### src/hw/rtl/jsesc_pkg.sv
// Package for the JSON string escaper with UTF-8 checking.
// Holds the transaction structs, the work descriptor passed from front to back,
// and shared constants. No dependencies.
package jsesc_pkg;

  localparam int unsigned FifoDepthDefault = 4;

  localparam logic [7:0] QuoteChar = 8'h22;

  typedef struct packed {
    logic [7:0] data_byte;
    logic       first_byte;
    logic       last_byte;
    logic       empty_string;
  } in_item_t;

  typedef struct packed {
    logic [7:0] out_byte;
    logic       run_last;
    logic       string_done;
    logic       string_valid;
  } out_item_t;

  typedef enum logic [1:0] {
    MainNone,
    MainAscii,
    MainRaw
  } main_kind_e;

  // Everything one input transaction emits, in order: opening quote,
  // replacement characters, one escaped ASCII byte or a passed sequence,
  // replacement characters for held bytes at the end, closing quote.
  typedef struct packed {
    logic            open_quote;
    logic [2:0]      pre_repl;
    main_kind_e      main_kind;
    logic [1:0]      raw_last;
    logic [3:0][7:0] raw;
    logic [2:0]      post_repl;
    logic            close_quote;
    logic            valid;
  } desc_t;

  function automatic logic desc_empty(input desc_t d);
    return !d.open_quote && (d.pre_repl == 3'd0) && (d.main_kind == MainNone) &&
           (d.post_repl == 3'd0) && !d.close_quote;
  endfunction

endpackage

### src/hw/rtl/jsesc_front.sv
// Front part: accepts input transactions, tracks pending UTF-8 bytes and
// validates sequences, and pushes at most one work descriptor per transaction.
// Depends on jsesc_pkg.
module jsesc_front import jsesc_pkg::*; (
  input  logic     clk_i,
  input  logic     rst_ni,
  input  logic     in_valid_i,
  output logic     in_ready_o,
  input  in_item_t in_i,
  input  logic     full_i,
  output logic     push_o,
  output desc_t    desc_o
);

  localparam logic [20:0] CpMax     = 21'h10FFFF;
  localparam logic [20:0] SurrLow   = 21'h00D800;
  localparam logic [20:0] SurrHigh  = 21'h00DFFF;
  localparam logic [20:0] Min2      = 21'h000080;
  localparam logic [20:0] Min3      = 21'h000800;
  localparam logic [20:0] Min4      = 21'h010000;

  logic [2:0][7:0] pend_q, pend_d;
  logic [1:0]      pcnt_q, pcnt_d;
  logic [2:0]      elen_q, elen_d;
  logic            ok_q, ok_d;
  logic            accept;
  logic [20:0]     cp;
  logic [20:0]     cp_min;
  logic            cp_ok;
  desc_t           desc;

  function automatic logic [2:0] utf8_seq_len(input logic [7:0] b);
    logic [2:0] n;
    n = 3'd0;
    if (b[7:5] == 3'b110) begin
      n = 3'd2;
    end else if (b[7:4] == 4'b1110) begin
      n = 3'd3;
    end else if (b[7:3] == 5'b11110) begin
      n = 3'd4;
    end
    return n;
  endfunction

  assign accept     = in_valid_i && !full_i;
  assign in_ready_o = !full_i;
  assign push_o     = accept && !desc_empty(desc);
  assign desc_o     = desc;

  always_comb begin
    cp     = '0;
    cp_min = Min2;
    unique case (elen_q)
      3'd2: begin
        cp     = {10'd0, pend_q[0][4:0], in_i.data_byte[5:0]};
        cp_min = Min2;
      end
      3'd3: begin
        cp     = {5'd0, pend_q[0][3:0], pend_q[1][5:0], in_i.data_byte[5:0]};
        cp_min = Min3;
      end
      3'd4: begin
        cp     = {pend_q[0][2:0], pend_q[1][5:0], pend_q[2][5:0], in_i.data_byte[5:0]};
        cp_min = Min4;
      end
      default: begin
        cp     = '0;
        cp_min = CpMax;
      end
    endcase
    cp_ok = (elen_q >= 3'd2) && (elen_q <= 3'd4) && (cp <= CpMax) && (cp >= cp_min) &&
            !((cp >= SurrLow) && (cp <= SurrHigh));
  end

  always_comb begin
    logic [2:0][7:0] pb;
    logic [1:0]      pc;
    logic [2:0]      el;
    logic            ok;
    logic            start;
    logic [7:0]      b;
    logic [2:0]      n;

    desc           = '0;
    desc.main_kind = MainNone;
    pend_d         = pend_q;
    pcnt_d         = pcnt_q;
    elen_d         = elen_q;
    ok_d           = ok_q;
    b              = in_i.data_byte;
    n              = utf8_seq_len(b);
    pb             = pend_q;
    pc             = pcnt_q;
    el             = elen_q;
    ok             = ok_q;
    start          = 1'b0;

    if (in_i.empty_string) begin
      desc.open_quote  = 1'b1;
      desc.close_quote = 1'b1;
      desc.valid       = 1'b1;
      pend_d           = '0;
      pcnt_d           = 2'd0;
      elen_d           = 3'd0;
      ok_d             = 1'b1;
    end else begin
      if (in_i.first_byte) begin
        pb              = '0;
        pc              = 2'd0;
        el              = 3'd0;
        ok              = 1'b1;
        desc.open_quote = 1'b1;
      end

      if (pc == 2'd0) begin
        start = 1'b1;
      end else if (b[7:6] != 2'b10) begin
        desc.pre_repl = {1'b0, pc};
        ok            = 1'b0;
        pb            = '0;
        pc            = 2'd0;
        el            = 3'd0;
        start         = 1'b1;
      end else if (({1'b0, pc} + 3'd1) < el) begin
        for (int i = 0; i < 3; i++) begin
          if (pc == 2'(i)) begin
            pb[i] = b;
          end
        end
        pc = pc + 2'd1;
      end else begin
        if (cp_ok) begin
          desc.main_kind = MainRaw;
          desc.raw       = {8'h00, pb[2], pb[1], pb[0]};
          desc.raw[pc]   = b;
          desc.raw_last  = pc;
        end else begin
          desc.pre_repl = {1'b0, pc} + 3'd1;
          ok            = 1'b0;
        end
        pb = '0;
        pc = 2'd0;
        el = 3'd0;
      end

      if (start) begin
        if (!b[7]) begin
          desc.main_kind = MainAscii;
          desc.raw[0]    = b;
        end else if (n == 3'd0) begin
          desc.pre_repl = desc.pre_repl + 3'd1;
          ok            = 1'b0;
        end else begin
          pb[0] = b;
          pc    = 2'd1;
          el    = n;
        end
      end

      if (in_i.last_byte) begin
        desc.post_repl = {1'b0, pc};
        if (pc != 2'd0) begin
          ok = 1'b0;
        end
        desc.close_quote = 1'b1;
        desc.valid       = ok;
        pend_d           = '0;
        pcnt_d           = 2'd0;
        elen_d           = 3'd0;
        ok_d             = 1'b1;
      end else begin
        pend_d = pb;
        pcnt_d = pc;
        elen_d = el;
        ok_d   = ok;
      end
    end
  end

  always_ff @(posedge clk_i or negedge rst_ni) begin
    if (!rst_ni) begin
      pend_q <= '0;
      pcnt_q <= 2'd0;
      elen_q <= 3'd0;
      ok_q   <= 1'b1;
    end else if (accept) begin
      pend_q <= pend_d;
      pcnt_q <= pcnt_d;
      elen_q <= elen_d;
      ok_q   <= ok_d;
    end
  end

  a_pending_len: assert property (@(posedge clk_i) disable iff (!rst_ni)
    (pcnt_q != 2'd0) |-> (elen_q >= 3'd2 && elen_q <= 3'd4 && {1'b0, pcnt_q} < elen_q))
    else $error("pending count inconsistent with expected length");

  a_idle_len: assert property (@(posedge clk_i) disable iff (!rst_ni)
    (pcnt_q == 2'd0) |-> (elen_q == 3'd0))
    else $error("expected length set with no pending bytes");

  a_last_clears: assert property (@(posedge clk_i) disable iff (!rst_ni)
    (accept && (in_i.last_byte || in_i.empty_string)) |=> (pcnt_q == 2'd0 && ok_q))
    else $error("state not returned to reset after a closing quote");

endmodule

### src/hw/rtl/jsesc_fifo.sv
// Short descriptor queue between the front and back parts.
// Depends on jsesc_pkg for desc_t.
module jsesc_fifo import jsesc_pkg::*; #(
  parameter int unsigned Depth = FifoDepthDefault
) (
  input  logic  clk_i,
  input  logic  rst_ni,
  input  logic  push_i,
  input  desc_t push_data_i,
  output logic  full_o,
  input  logic  pop_i,
  output desc_t pop_data_o,
  output logic  empty_o
);

  localparam int unsigned AW = (Depth > 1) ? $clog2(Depth) : 1;
  localparam int unsigned CW = $clog2(Depth + 1);

  desc_t          mem_q [Depth];
  logic [AW-1:0]  wptr_q, wptr_d;
  logic [AW-1:0]  rptr_q, rptr_d;
  logic [CW-1:0]  cnt_q, cnt_d;

  assign full_o     = (cnt_q == CW'(Depth));
  assign empty_o    = (cnt_q == '0);
  assign pop_data_o = mem_q[rptr_q];

  always_comb begin
    wptr_d = wptr_q;
    rptr_d = rptr_q;
    cnt_d  = cnt_q;
    if (push_i) begin
      wptr_d = (wptr_q == AW'(Depth - 1)) ? '0 : wptr_q + AW'(1);
    end
    if (pop_i) begin
      rptr_d = (rptr_q == AW'(Depth - 1)) ? '0 : rptr_q + AW'(1);
    end
    if (push_i && !pop_i) begin
      cnt_d = cnt_q + CW'(1);
    end else if (!push_i && pop_i) begin
      cnt_d = cnt_q - CW'(1);
    end
  end

  always_ff @(posedge clk_i or negedge rst_ni) begin
    if (!rst_ni) begin
      wptr_q <= '0;
      rptr_q <= '0;
      cnt_q  <= '0;
    end else begin
      wptr_q <= wptr_d;
      rptr_q <= rptr_d;
      cnt_q  <= cnt_d;
    end
  end

  always_ff @(posedge clk_i) begin
    if (push_i) begin
      mem_q[wptr_q] <= push_data_i;
    end
  end

  a_no_overflow: assert property (@(posedge clk_i) disable iff (!rst_ni)
    !(push_i && full_o))
    else $error("push into a full queue");

  a_no_underflow: assert property (@(posedge clk_i) disable iff (!rst_ni)
    !(pop_i && empty_o))
    else $error("pop from an empty queue");

  a_count_bound: assert property (@(posedge clk_i) disable iff (!rst_ni)
    cnt_q <= CW'(Depth))
    else $error("queue count exceeds depth");

endmodule

### src/hw/rtl/jsesc_back.sv
// Back part: expands work descriptors into output bytes, one per cycle while the
// output is accepted, through a registered output stage. Depends on jsesc_pkg.
module jsesc_back import jsesc_pkg::*; (
  input  logic      clk_i,
  input  logic      rst_ni,
  input  desc_t     desc_i,
  input  logic      desc_valid_i,
  output logic      pop_o,
  output logic      out_valid_o,
  input  logic      out_ready_i,
  output out_item_t out_o
);

  desc_t      cur_q;
  logic       busy_q;
  logic [2:0] idx_q;
  logic       out_valid_q;
  out_item_t  out_q;

  desc_t      work;
  desc_t      nxt;
  logic [2:0] idx;
  logic [2:0] idx_n;
  logic       have;
  logic       advance;
  out_item_t  item;

  function automatic logic [7:0] esc_code(input logic [7:0] c);
    logic [7:0] e;
    unique case (c)
      8'h22:   e = 8'h22;
      8'h5C:   e = 8'h5C;
      8'h08:   e = 8'h62;
      8'h0C:   e = 8'h66;
      8'h0A:   e = 8'h6E;
      8'h0D:   e = 8'h72;
      8'h09:   e = 8'h74;
      default: e = 8'h00;
    endcase
    return e;
  endfunction

  function automatic logic [2:0] ascii_len(input logic [7:0] c);
    logic [2:0] n;
    if (esc_code(c) != 8'h00) begin
      n = 3'd2;
    end else if (c < 8'h20) begin
      n = 3'd6;
    end else begin
      n = 3'd1;
    end
    return n;
  endfunction

  function automatic logic [7:0] hex_char(input logic [3:0] v);
    return (v < 4'd10) ? ({4'h0, v} + 8'h30) : ({4'h0, v} + 8'h57);
  endfunction

  function automatic logic [7:0] ascii_byte(input logic [7:0] c, input logic [2:0] i);
    logic [7:0] e;
    logic [7:0] r;
    e = esc_code(c);
    if (e != 8'h00) begin
      r = (i == 3'd0) ? 8'h5C : e;
    end else if (c < 8'h20) begin
      unique case (i)
        3'd0:    r = 8'h5C;
        3'd1:    r = 8'h75;
        3'd4:    r = hex_char(c[7:4]);
        3'd5:    r = hex_char(c[3:0]);
        default: r = 8'h30;
      endcase
    end else begin
      r = c;
    end
    return r;
  endfunction

  function automatic logic [7:0] repl_byte(input logic [2:0] i);
    logic [7:0] r;
    unique case (i)
      3'd0:    r = 8'hEF;
      3'd1:    r = 8'hBF;
      default: r = 8'hBD;
    endcase
    return r;
  endfunction

  assign work    = busy_q ? cur_q : desc_i;
  assign idx     = busy_q ? idx_q : 3'd0;
  assign have    = busy_q || desc_valid_i;
  assign advance = !out_valid_q || out_ready_i;
  assign pop_o   = advance && desc_valid_i && !busy_q;

  always_comb begin
    nxt               = work;
    idx_n             = idx;
    item              = '0;
    if (work.open_quote) begin
      item.out_byte   = QuoteChar;
      nxt.open_quote  = 1'b0;
    end else if (work.pre_repl != 3'd0) begin
      item.out_byte   = repl_byte(idx);
      if (idx == 3'd2) begin
        idx_n         = 3'd0;
        nxt.pre_repl  = work.pre_repl - 3'd1;
      end else begin
        idx_n         = idx + 3'd1;
      end
    end else if (work.main_kind == MainAscii) begin
      item.out_byte   = ascii_byte(work.raw[0], idx);
      if (idx == ascii_len(work.raw[0]) - 3'd1) begin
        idx_n         = 3'd0;
        nxt.main_kind = MainNone;
      end else begin
        idx_n         = idx + 3'd1;
      end
    end else if (work.main_kind == MainRaw) begin
      item.out_byte   = work.raw[idx[1:0]];
      if (idx[1:0] == work.raw_last) begin
        idx_n         = 3'd0;
        nxt.main_kind = MainNone;
      end else begin
        idx_n         = idx + 3'd1;
      end
    end else if (work.post_repl != 3'd0) begin
      item.out_byte   = repl_byte(idx);
      if (idx == 3'd2) begin
        idx_n         = 3'd0;
        nxt.post_repl = work.post_repl - 3'd1;
      end else begin
        idx_n         = idx + 3'd1;
      end
    end else begin
      item.out_byte     = QuoteChar;
      item.string_done  = 1'b1;
      item.string_valid = work.valid;
      nxt.close_quote   = 1'b0;
    end
    item.run_last = desc_empty(nxt);
  end

  always_ff @(posedge clk_i or negedge rst_ni) begin
    if (!rst_ni) begin
      busy_q      <= 1'b0;
      idx_q       <= 3'd0;
      out_valid_q <= 1'b0;
    end else if (advance) begin
      out_valid_q <= have;
      if (have) begin
        busy_q <= !item.run_last;
        idx_q  <= idx_n;
      end
    end
  end

  always_ff @(posedge clk_i) begin
    if (advance && have) begin
      cur_q <= nxt;
      out_q <= item;
    end
  end

  assign out_valid_o = out_valid_q;
  assign out_o       = out_q;

  a_done_is_quote: assert property (@(posedge clk_i) disable iff (!rst_ni)
    (out_valid_q && out_q.string_done) |-> (out_q.run_last && out_q.out_byte == QuoteChar))
    else $error("closing quote not last or wrong byte");

  a_valid_needs_done: assert property (@(posedge clk_i) disable iff (!rst_ni)
    (out_valid_q && out_q.string_valid) |-> out_q.string_done)
    else $error("string_valid without string_done");

  a_busy_has_work: assert property (@(posedge clk_i) disable iff (!rst_ni)
    busy_q |-> (out_valid_q && !out_q.run_last))
    else $error("back busy without an unfinished transaction in flight");

endmodule

### src/hw/rtl/json_string_escape_utf8_check.sv
// With the queue and back part idle, an accepted transaction's descriptor is written into
// the queue and then registered into the output stage.
// Throughput: the back part emits one byte per cycle while work is queued and the output is
// accepted, and a transaction makes 0 to 16 bytes; input transactions are taken one per cycle
// while the FifoDepth-entry descriptor queue has room, and one with no output bytes is not queued.
// Reset clears pending UTF-8 bytes, sets the string-valid flag and empties queue and output.
module json_string_escape_utf8_check import jsesc_pkg::*; #(
  parameter int unsigned FifoDepth = FifoDepthDefault
) (
  input  logic      clk_i,
  input  logic      rst_ni,
  input  logic      in_valid_i,
  output logic      in_ready_o,
  input  in_item_t  in_i,
  output logic      out_valid_o,
  input  logic      out_ready_i,
  output out_item_t out_o
);

  logic  push;
  logic  pop;
  logic  full;
  logic  empty;
  desc_t push_desc;
  desc_t head_desc;

  jsesc_front u_front (
    .clk_i      (clk_i),
    .rst_ni     (rst_ni),
    .in_valid_i (in_valid_i),
    .in_ready_o (in_ready_o),
    .in_i       (in_i),
    .full_i     (full),
    .push_o     (push),
    .desc_o     (push_desc)
  );

  jsesc_fifo #(
    .Depth (FifoDepth)
  ) u_fifo (
    .clk_i       (clk_i),
    .rst_ni      (rst_ni),
    .push_i      (push),
    .push_data_i (push_desc),
    .full_o      (full),
    .pop_i       (pop),
    .pop_data_o  (head_desc),
    .empty_o     (empty)
  );

  jsesc_back u_back (
    .clk_i        (clk_i),
    .rst_ni       (rst_ni),
    .desc_i       (head_desc),
    .desc_valid_i (!empty),
    .pop_o        (pop),
    .out_valid_o  (out_valid_o),
    .out_ready_i  (out_ready_i),
    .out_o        (out_o)
  );

endmodule

### config.mk
export PLATFORM = sky130hd
export DESIGN_NAME = json_string_escape_utf8_check
export DESIGN_NICKNAME = d
export VERILOG_FILES = /design/src/hw/rtl/jsesc_pkg.sv /design/src/hw/rtl/jsesc_front.sv /design/src/hw/rtl/jsesc_fifo.sv /design/src/hw/rtl/jsesc_back.sv /design/src/hw/rtl/json_string_escape_utf8_check.sv
export SDC_FILE = /design/constraint.sdc
export NUM_CORES = 1
export LEC_CHECK = 0
export ABC_CLOCK_PERIOD_IN_PS = 5500
export BUFFER_PORTS_ARGS = -buffer_cell sky130_fd_sc_hd__buf_2
export CAP_MARGIN = 10
export CELL_PAD_IN_SITES_DETAIL_PLACEMENT = 0
export CELL_PAD_IN_SITES_GLOBAL_PLACEMENT = 2
export CORE_MARGIN = 2
export CORE_UTILIZATION = 46
export CTS_BUF_LIST = sky130_fd_sc_hd__clkbuf_8
export DETAILED_ROUTE_END_ITERATION = 8
export PLACE_DENSITY_LB_ADDON = 0.1
export SLEW_MARGIN = 30
export SYNTH_ARGS = -nofsm -noshare
export SYNTH_HDL_FRONTEND = slang
export SYNTH_SLANG_ARGS = --single-unit
### constraint.sdc
create_clock -name clk_i -period 5.5 [get_ports clk_i]
set_input_delay 0.55 -clock clk_i [delete_from_list [all_inputs] [get_ports clk_i]]
set_output_delay 0.55 -clock clk_i [all_outputs]
set_load 0.02 [all_outputs]
==> impl_metrics.tcl, run 1 <==
set metrics [dict create \
    post_cts_buffers 0 \
    rows 62 \
    critPathSlowestCell "or4_1" \
    p_leak_uw 0.00546 \
    crit_type "flop to flop" \
    final_common_cell "edfxtp_1" \
    crit_top_cell "ha_1" \
    vias 8697 \
    hold_buffers 0 \
    clockBufferDepth 3 \
    setup.worst_path.start_class "flop" \
    drtAntennaViolNets 0 \
    cts.sinks 273 \
    synth_edf_count 231 \
    fmaxAchievable_ghz 0.210 \
    cellPowerDensity_nw_per_um2 413 \
    first_pass_iters 5 \
    ys_types 77 \
    ys_seq_elements 273 \
    worstSetupEndpointType "flop" \
    tritoncts "built" \
    worst_slew_pin_slew_ns 0.776 \
    via_per_inst 5.67 \
    rsz0062_at_grt "false" \
    ys.warnings.count 0 \
    slew_violations 0 \
    overflow 0 \
    grt_pass1_wl_mm 51.3 \
    area_delta_synth_final_pct 11.5 \
    dieHeight_um 175 \
    status "completed" \
    relSlewSlack_pct 47.9 \
    cts_made_buffers 47 \
    initialDrtViolationCount 714 \
    synth_top_area_cell "edfxtp_1" \
    boundaryPins 28 \
    hold_violations 0 \
    slowest_delay_ns 0.50 \
    fin_crit_sh_pct 86.8 \
    port_buffers 27 \
    hpwlAfterDp_mm 22.4 \
    fill_cells 2485 \
    syn_area_um2 13500 \
    most-common-layout-cells "231 x edfxtp_1, 144 x nand2_1, 73 x nor2_1, 58 x a21oi_1, 53 x o21ai_0" \
    drive_gt1_share_pct 16.9 \
    die_w_um 175 \
    skew_ns 0.0307 \
    ys_seq_area_share_pct 59.3 \
    antenna_found_initial 0 \
    crit_required_ns 5.98 \
    tns_ns 0 \
    cap_violations 0 \
    grt_max_degree 52 \
    dpl_cell_area_um2 14100 \
    synth.area.top_cells "edfxtp_1 51%, dfrtp_1 7.6%, mux4_2 6.7%" \
    r2r_slack_ns 0.73 \
    fin_area_um2 15000 \
    antenna_cells 0 \
    nets 1166 \
    r2r-start "u_front.elen_q[1]" \
    syn_area_per_cell_um2 12.5 \
    arrival_ns 5.25 \
    die_area_um2 30700 \
    place_congestion 0.886 \
    clock_latency_ns 0.57 \
    rr_worst_depth 22 \
    cts_root_buf "clkbuf_8" \
    synthFlopType "edfxtp_1" \
    hp-class "input port to asynchronous set/reset pin" \
    htree_levels 2 \
    netlist_instances 1079 \
    fin_crit_ns 4.77 \
    post_cts_resized 0 \
    routedWlPerCell_um 21.5 \
    core_area_um2 28800 \
    synthArstFlopShare_pct 15.4 \
    drc 0 \
    grt_pass1_vias 8614 \
    crit_fanout 9 \
    path_cells "nor3b_2 -> inv_1 -> o21ai_0 -> ha_1 -> or4_1 -> o211ai_1 -> a31oi_1 -> and2b_1 -> nor2_1 -> nand3_1 -> a21oi_1 -> ha_1 -> a22oi_1 -> o211ai_1 -> nor2_2 -> a31oi_4 -> ha_1 -> inv_1 -> fa_1 -> xor2_1 -> nor2_1 -> xor2_1" \
    track_usage_pct 21.8 \
    vdd_drop_max_v 0.000258 \
    setup-violations-final 0 \
    yosys.area.top_type_share_pct 51.4 \
    totalWireLength_mm 32.9 \
    path_clk_slew_ns 0.07 \
    start_util_pct 46.8 \
    r2r-end "u_fifo.cnt_q[2]" \
]
## report_power, final
part           internal [µW]  switching [µW]
clock                   1030             825
sequential              2640             152
combinational            607             950
## final cells by class
cell class / count / area, µm² / share of cell area [%]
inverters: 29 / 109 / 0.724
multi-input cells: 715 / 5140 / 34.2
clock buffers: 47 / 647 / 4.30
clock inverters: 37 / 288 / 1.92
flip-flops and latches: 273 / 7990 / 53.2
well taps: 384 / 480 / 3.20
repair buffers: 50 / 370 / 2.46
## registers in the layout (all words and copies together), names as in the netlist, 2 cells and up
name / cells
u_fifo.rptr_q: 2
u_back.cur_q: 44
u_back.idx_q: 3
u_back.out_o: 11
u_fifo.cnt_q: 3
u_front.pend_q: 24
u_fifo.wptr_q: 2
u_front.elen_q: 3
u_front.pcnt_q: 2
u_fifo.mem_q: 176
## cells in the mapped netlist, types with 11 or more instances
cell,count
nand3_1,17
nand2_1,144
nor3_1,16
mux4_2,40
a21oi_1,58
mux2i_1,24
nand2b_1,17
nor3b_1,22
edfxtp_1,231
nor2_1,73
and2_1,21
dfrtp_1,41
o21ai_0,53
mux2_2,11
a22o_1,18
clkbuf_1,47
inv_1,25
a31oi_1,11
ha_1,34
## worst max-delay path by stage
stage                      startpoint            endpoint  slack [ns]  cells past startpoint
finish              u_front.elen_q[1]     u_fifo.cnt_q[2]        0.73                     22
global route        u_front.elen_q[2]     u_fifo.cnt_q[2]        0.30                     22
CTS                 u_front.elen_q[1]     u_fifo.cnt_q[2]        0.71                     22
detailed placement            in_i[2]     u_fifo.cnt_q[2]        0.72                     20
global placement              in_i[2]     u_fifo.cnt_q[2]        0.73                     20
floorplan           u_front.elen_q[0]  u_fifo.mem_q[3][0]        0.64                     18
## per-layer routing
layer	track usage, %	share of wire, %
met3	3.37	4.1
met4	6.25	1.9
met1	31.6	47
met5	0	0
met2	34.4	47
## per-stage QoR
stage,util (%),total power (µW),setup WS [ns],hold WS [ns],instances
floorplan,-,3890,0.643,0.254,1082
detailed placement,49.0,4400,0.716,0.467,1451
global placement,49.0,4390,0.734,0.455,1451
global route,52.2,6530,0.303,0.113,1535
finish,52.2,6200,0.729,0.0912,1535
CTS,52.2,6270,0.711,0.0907,1535
## worst max-delay path: cells and delay by family, from the launching register on
kind            cells  cell delay (ns)
compound gates      7             1.22
xor+xnor            2             0.31
fa+ha+maj           4             1.04
buf+inv             2             0.23
flops               1             0.48
simple gates        7             1.42
## logic make-up (layout without fill, tap and decap cells)
kind of cell / Yosys count / after routing / synth area share [%]
other: 1 / 4 / 0.0278
and+or+nand+nor: 362 / 362 / 13.1
muxes: 79 / 79 / 9.81
adders and majority gates: 35 / 35 / 3.30
DFF: 273 / 273 / 59.3
AOI/OAI and AO/OA: 224 / 224 / 11.1
buffers and inverters: 94 / 163 / 2.74
xor gates and xnor gates: 11 / 11 / 0.715
No activity file was read; power rests on OpenSTA's default activity.
==> run 2: changes to the inputs <==
Settings changed: CORE_MARGIN 2 to 3, MAX_ROUTING_LAYER set to met4.
==> run 2 against run 1 <==
Die area up 2.3%. Count of clock-buffer cells in the layout is 1 higher. Final cell count barely moved. Largest cell class unchanged.
==> impl_metrics.tcl, run 2 (synthesis results as in run 1) <==
set metrics [dict create \
    status "completed" \
    worst_slew_pin_slew_ns 0.760 \
    post_cts_buffers 0 \
    seqPwrFrac_pct 45.8 \
    via_per_inst 5.73 \
    crit_required_ns 5.94 \
    die_area_um2 31400 \
    clkPwrFrac_pct 29.0 \
    drc 0 \
    final_common_cell "edfxtp_1" \
    cap_violations 0 \
    reg.largest.list "u_fifo.mem_q (176), u_back.cur_q (44), u_front.pend_q (24)" \
    track_usage_pct 21.8 \
    top_register "u_fifo.mem_q" \
    die_w_um 177 \
    vdd_drop_max_v 0.000255 \
    tns_ns 0 \
    post_cts_resized 0 \
    htree_levels 2 \
    cts_made_buffers 46 \
    area_delta_synth_final_pct 11.1 \
    hold_buffers 1 \
    cts.sinks 273 \
    setup.worst_path.start_class "flop" \
    holdCritStartpoint "out_ready_i" \
    fin_crit_sh_pct 86.6 \
    clockBufferDepth 3 \
    fmaxAchievable_ghz 0.210 \
    rr_worst_depth 20 \
    cellPowerDensity_nw_per_um2 408 \
    boundaryPins 28 \
    p_sw_share_pct 31.3 \
    setup-violations-final 0 \
    hpwlAfterDp_mm 21.7 \
    crit_type "flop to flop" \
    p_int_uw 4190 \
    combPwrFrac_pct 25.2 \
    start_util_pct 46.8 \
    skew_ns 0.0226 \
    most-common-layout-cells "231 x edfxtp_1, 144 x nand2_1, 73 x nor2_1, 58 x a21oi_1, 53 x o21ai_0" \
    min_path_cells 4 \
    final_util_pct 52.0 \
    initialDrtViolationCount 825 \
    rsz0062_at_grt "false" \
    rows 62 \
    routedWlPerCell_um 21.1 \
    slowest_delay_ns 0.50 \
    finalPower_uw 6110 \
    first_pass_iters 5 \
    largest_reg_flops 176 \
    p_leak_uw 0.00545 \
    port_buffers 27 \
    grt_pass1_vias 8874 \
    crit_fanout 9 \
    hp-class "input port to flop" \
    switchingPower_uw 1910 \
    relSlewSlack_pct 48.9 \
    hold_violations 0 \
    dieHeight_um 177 \
    crit_start "u_front.elen_q[2]" \
    grt_max_degree 52 \
    overflow 0 \
    antenna_cells 0 \
    slew_violations 0 \
    path_cells "nor3b_2 -> inv_1 -> o21ai_0 -> ha_1 -> or4_1 -> o211ai_1 -> a31oi_1 -> and2b_1 -> nor2_1 -> nand3_1 -> a21oi_1 -> ha_1 -> nand2_1 -> o31ai_1 -> a31oi_1 -> a31oi_4 -> ha_1 -> inv_1 -> fa_1 -> mux2_2" \
    drtAntennaViolNets 0 \
    fin_crit_ns 4.76 \
    cts_root_buf "clkbuf_8" \
    core_area_um2 28800 \
    vias 8795 \
    tritoncts "built" \
    drive_gt1_share_pct 16.8 \
    clock_latency_ns 0.56 \
    crit_top_cell "ha_1" \
    arrival_ns 5.21 \
    critPathSlowestCell "or4_1" \
    antenna_found_initial 0 \
    worstSetupEndpointType "flop" \
    nets 1163 \
    path_clk_slew_ns 0.06 \
    totalWireLength_mm 32.3 \
    r2r-start "u_front.elen_q[2]" \
    fill_cells 2475 \
    place_congestion 0.864 \
    grt_pass1_wl_mm 51.6 \
]
-- run 2: worst max-delay path, delay by kind of cell, from the launching register on --
kind | cells | cell delay [ns]
compound gates | 7 | 1.22
fa+ha+maj | 4 | 1.17
buf+inv | 2 | 0.24
flops | 1 | 0.46
mux | 1 | 0.26
simple gates | 6 | 1.29
-- run 2: power groups by stage --
| stage | clock network, µW | registers [µW] | logic, µW |
|---|---|---|---|
| after floorplan | 0 | 2780 | 1110 |
| after global placement | 0 | 2830 | 1560 |
| after detailed placement | 0 | 2840 | 1540 |
| after CTS | 1830 | 2800 | 1550 |
| after global routing | 1920 | 2830 | 1690 |
| final | 1770 | 2790 | 1540 |
-- run 2: worst paths after layout --
kind | end | slack (ns)
hold / removal | u_back.out_valid_o | 0.36
hold reg to reg | u_front.pend_q[23] | 0.47
setup / recovery | u_fifo.cnt_q[1] | 0.74
setup reg to reg | u_fifo.cnt_q[1] | 0.74
min in group asynchronous | u_fifo.wptr_q[1] | 0.55
max in group asynchronous | u_fifo.rptr_q[0] | 4.49
-- run 2: final cells by class --
type	instances	area [µm²]	share of cell area, %
multi-input cells	715	5140	34.3
clock inverters	37	244	1.63
inverters	29	109	0.727
clock buffers	48	661	4.41
well taps	384	480	3.21
flip-flops and latches	273	7990	53.4
repair buffers	48	348	2.32
-- run 2: layer usage --
metal  up-vias  routed length (µm)  part of all wire (%)  GRT usage [%]
li1       4157                   -                     -              -
met1      4341               15200                    47           31.2
met4         0                 826                   2.6           6.64
met3        61                1440                   4.4           3.11
met2       236               14900                    46           32.5
met5         -                   0                     0              -
-- run 2: through the flow --
| stage | instances | worst slack (ns) | hold WS, ns | area [µm²] |
|---|---|---|---|---|
| 5_1_grt | 1534 | 0.358 | 0.371 | 15000 |
| 2_1_floorplan | 1082 | 0.643 | 0.254 | 13500 |
| 6_report | 1534 | 0.735 | 0.356 | 15000 |
| 3_3_place_gp | 1448 | 0.768 | 0.456 | 14100 |
| 4_1_cts | 1534 | 0.736 | 0.319 | 15000 |
| 3_5_place_dp | 1448 | 0.756 | 0.460 | 14100 |
==> run 3: changes to the inputs <==
Settings changed: MAX_ROUTING_LAYER met4 to unset.
==> run 3 against run 2 <==
Sequential share of layout area unchanged. Routed wire length rose by 0.42%. First-iteration DRC count grew 5.1%. Register-to-register slack barely moved. Design area unchanged. Final cell count did not move. Fmax rose by 0.17%. Count of clock-buffer cells in the layout unchanged. Global-route usage is 0.64 points lower. Critical path type unchanged. Critical endpoint unchanged. Largest cell class unchanged. Largest power group unchanged.
==> impl_metrics.tcl, run 3 (synthesis results as in run 1) <==
set metrics [dict create \
    fin_cells 1534 \
    crit_type "flop to flop" \
    r2r-end "u_fifo.cnt_q[1]" \
    rr_worst_depth 20 \
    p_leak_uw 0.00545 \
    via_per_inst 5.73 \
    arrival_ns 5.20 \
    hold_violations 0 \
    hold_buffers 1 \
    antenna_found_initial 0 \
    rsz0062_at_grt "false" \
    top_register "u_fifo.mem_q" \
    tritoncts "built" \
    tns_ns 0 \
    final_common_cell "edfxtp_1" \
    htree_levels 2 \
    fin_crit_ns 4.76 \
    overflow 0 \
    crit_fanout 9 \
    slew_violations 0 \
    die_w_um 177 \
    drc 0 \
    dieHeight_um 177 \
    r2r_slack_ns 0.74 \
    crit_end "u_fifo.cnt_q[1]" \
    clockBufferDepth 3 \
    drive_gt1_share_pct 16.8 \
    largest_reg_flops 176 \
    antenna_cells 0 \
    routedWlPerCell_um 21.2 \
    crit_start "u_front.elen_q[2]" \
    initialDrtViolationCount 867 \
    fmaxAchievable_ghz 0.210 \
    nets 1163 \
    area_delta_synth_final_pct 11.1 \
    crit_required_ns 5.95 \
    totalWireLength_mm 32.5 \
    placedCellCount 1448 \
    fin_crit_sh_pct 86.5 \
    hpwlAfterDp_mm 21.7 \
    first_pass_iters 5 \
    cts_root_buf "clkbuf_8" \
    track_usage_pct 21.1 \
    drtAntennaViolNets 0 \
    grt_pass1_wl_mm 51.6 \
    port_buffers 27 \
    path_clk_slew_ns 0.06 \
    cap_violations 0 \
    worst_slew_pin_slew_ns 0.745 \
    setup-violations-final 0 \
    clock_latency_ns 0.56 \
    relSlewSlack_pct 50.0 \
    status "completed" \
    cts.sinks 273 \
    hp-class "input port to flop" \
    die_area_um2 31400 \
    r2r-start "u_front.elen_q[2]" \
    timing.hold.ws_ns 0.356 \
    reg.largest.list "u_fifo.mem_q (176), u_back.cur_q (44), u_front.pend_q (24)" \
    most-common-layout-cells "231 x edfxtp_1, 144 x nand2_1, 73 x nor2_1, 58 x a21oi_1, 53 x o21ai_0" \
    vdd_drop_max_v 0.000256 \
    boundaryPins 28 \
    cts_made_buffers 46 \
    final_util_pct 52.0 \
    start_util_pct 46.8 \
    worstSetupEndpointType "flop" \
    grt_max_degree 52 \
    cellPowerDensity_nw_per_um2 408 \
    rows 62 \
    vias 8797 \
    setup.worst_path.start_class "flop" \
    core_area_um2 28800 \
    post_cts_resized 0 \
    skew_ns 0.0237 \
    post_cts_buffers 0 \
    grt_pass1_vias 8884 \
    place_congestion 0.850 \
]
run 3: metal layers:
layer | GRT usage, % | wire (µm) | up-vias
met4 | 6.61 | 854 | 0
li1 | - | - | 4153
met5 | 0 | 0 | -
met3 | 3.11 | 1470 | 64
met2 | 32.5 | 14900 | 246
met1 | 31.2 | 15200 | 4334
run 3: critical path, stage by stage, from the launching register on:
cell,delay (ns)
dfrtp_1,0.46
nor3b_2,0.32
inv_1,0.17
o21ai_0,0.11
ha_1,0.26
or4_1,0.49
o211ai_1,0.11
a31oi_1,0.24
and2b_1,0.25
nor2_1,0.08
nand3_1,0.08
a21oi_1,0.16
ha_1,0.24
nand2_1,0.06
o31ai_1,0.07
a31oi_1,0.34
a31oi_4,0.20
ha_1,0.27
inv_1,0.07
fa_1,0.40
mux2_2,0.26
run 3: stage by stage:
stage	total power, µW	setup slack (ns)	instance area (µm²)
6_report	6110	0.743	15000
2_1_floorplan	3890	0.643	13500
3_5_place_dp	4380	0.756	14100
5_1_grt	6440	0.358	15000
4_1_cts	6180	0.736	15000
3_3_place_gp	4380	0.768	14100
run 3: worst min path at each step:
stage / start / endpoint / slack, ns / depth (start not counted)
floorplan: rst_ni / u_back.busy_q / 0.25 / 0
global placement: u_front.pend_q[23] / u_front.pend_q[23] / 0.46 / 1
detailed placement: u_front.pend_q[23] / u_front.pend_q[23] / 0.46 / 1
CTS: out_ready_i / u_back.out_valid_o / 0.32 / 4
global route: out_ready_i / u_back.out_valid_o / 0.37 / 4
finish: out_ready_i / u_back.out_valid_o / 0.36 / 4
run 3: layout make-up:
| type | instances | area [µm²] |
|---|---|---|
| flip-flops and latches | 273 | 7990 |
| repair buffers | 48 | 348 |
| fillers | 2475 | 13800 |
| inverters | 29 | 109 |
| well taps | 384 | 480 |
| multi-input cells | 715 | 5140 |
| clock inverters | 37 | 244 |
| clock buffers | 48 | 661 |
run 3: report_power, final:
part           total (µW)  internal (µW)  switching [µW]
clock                1770            957             813
sequential           2800           2640             158
combinational        1540            600             942
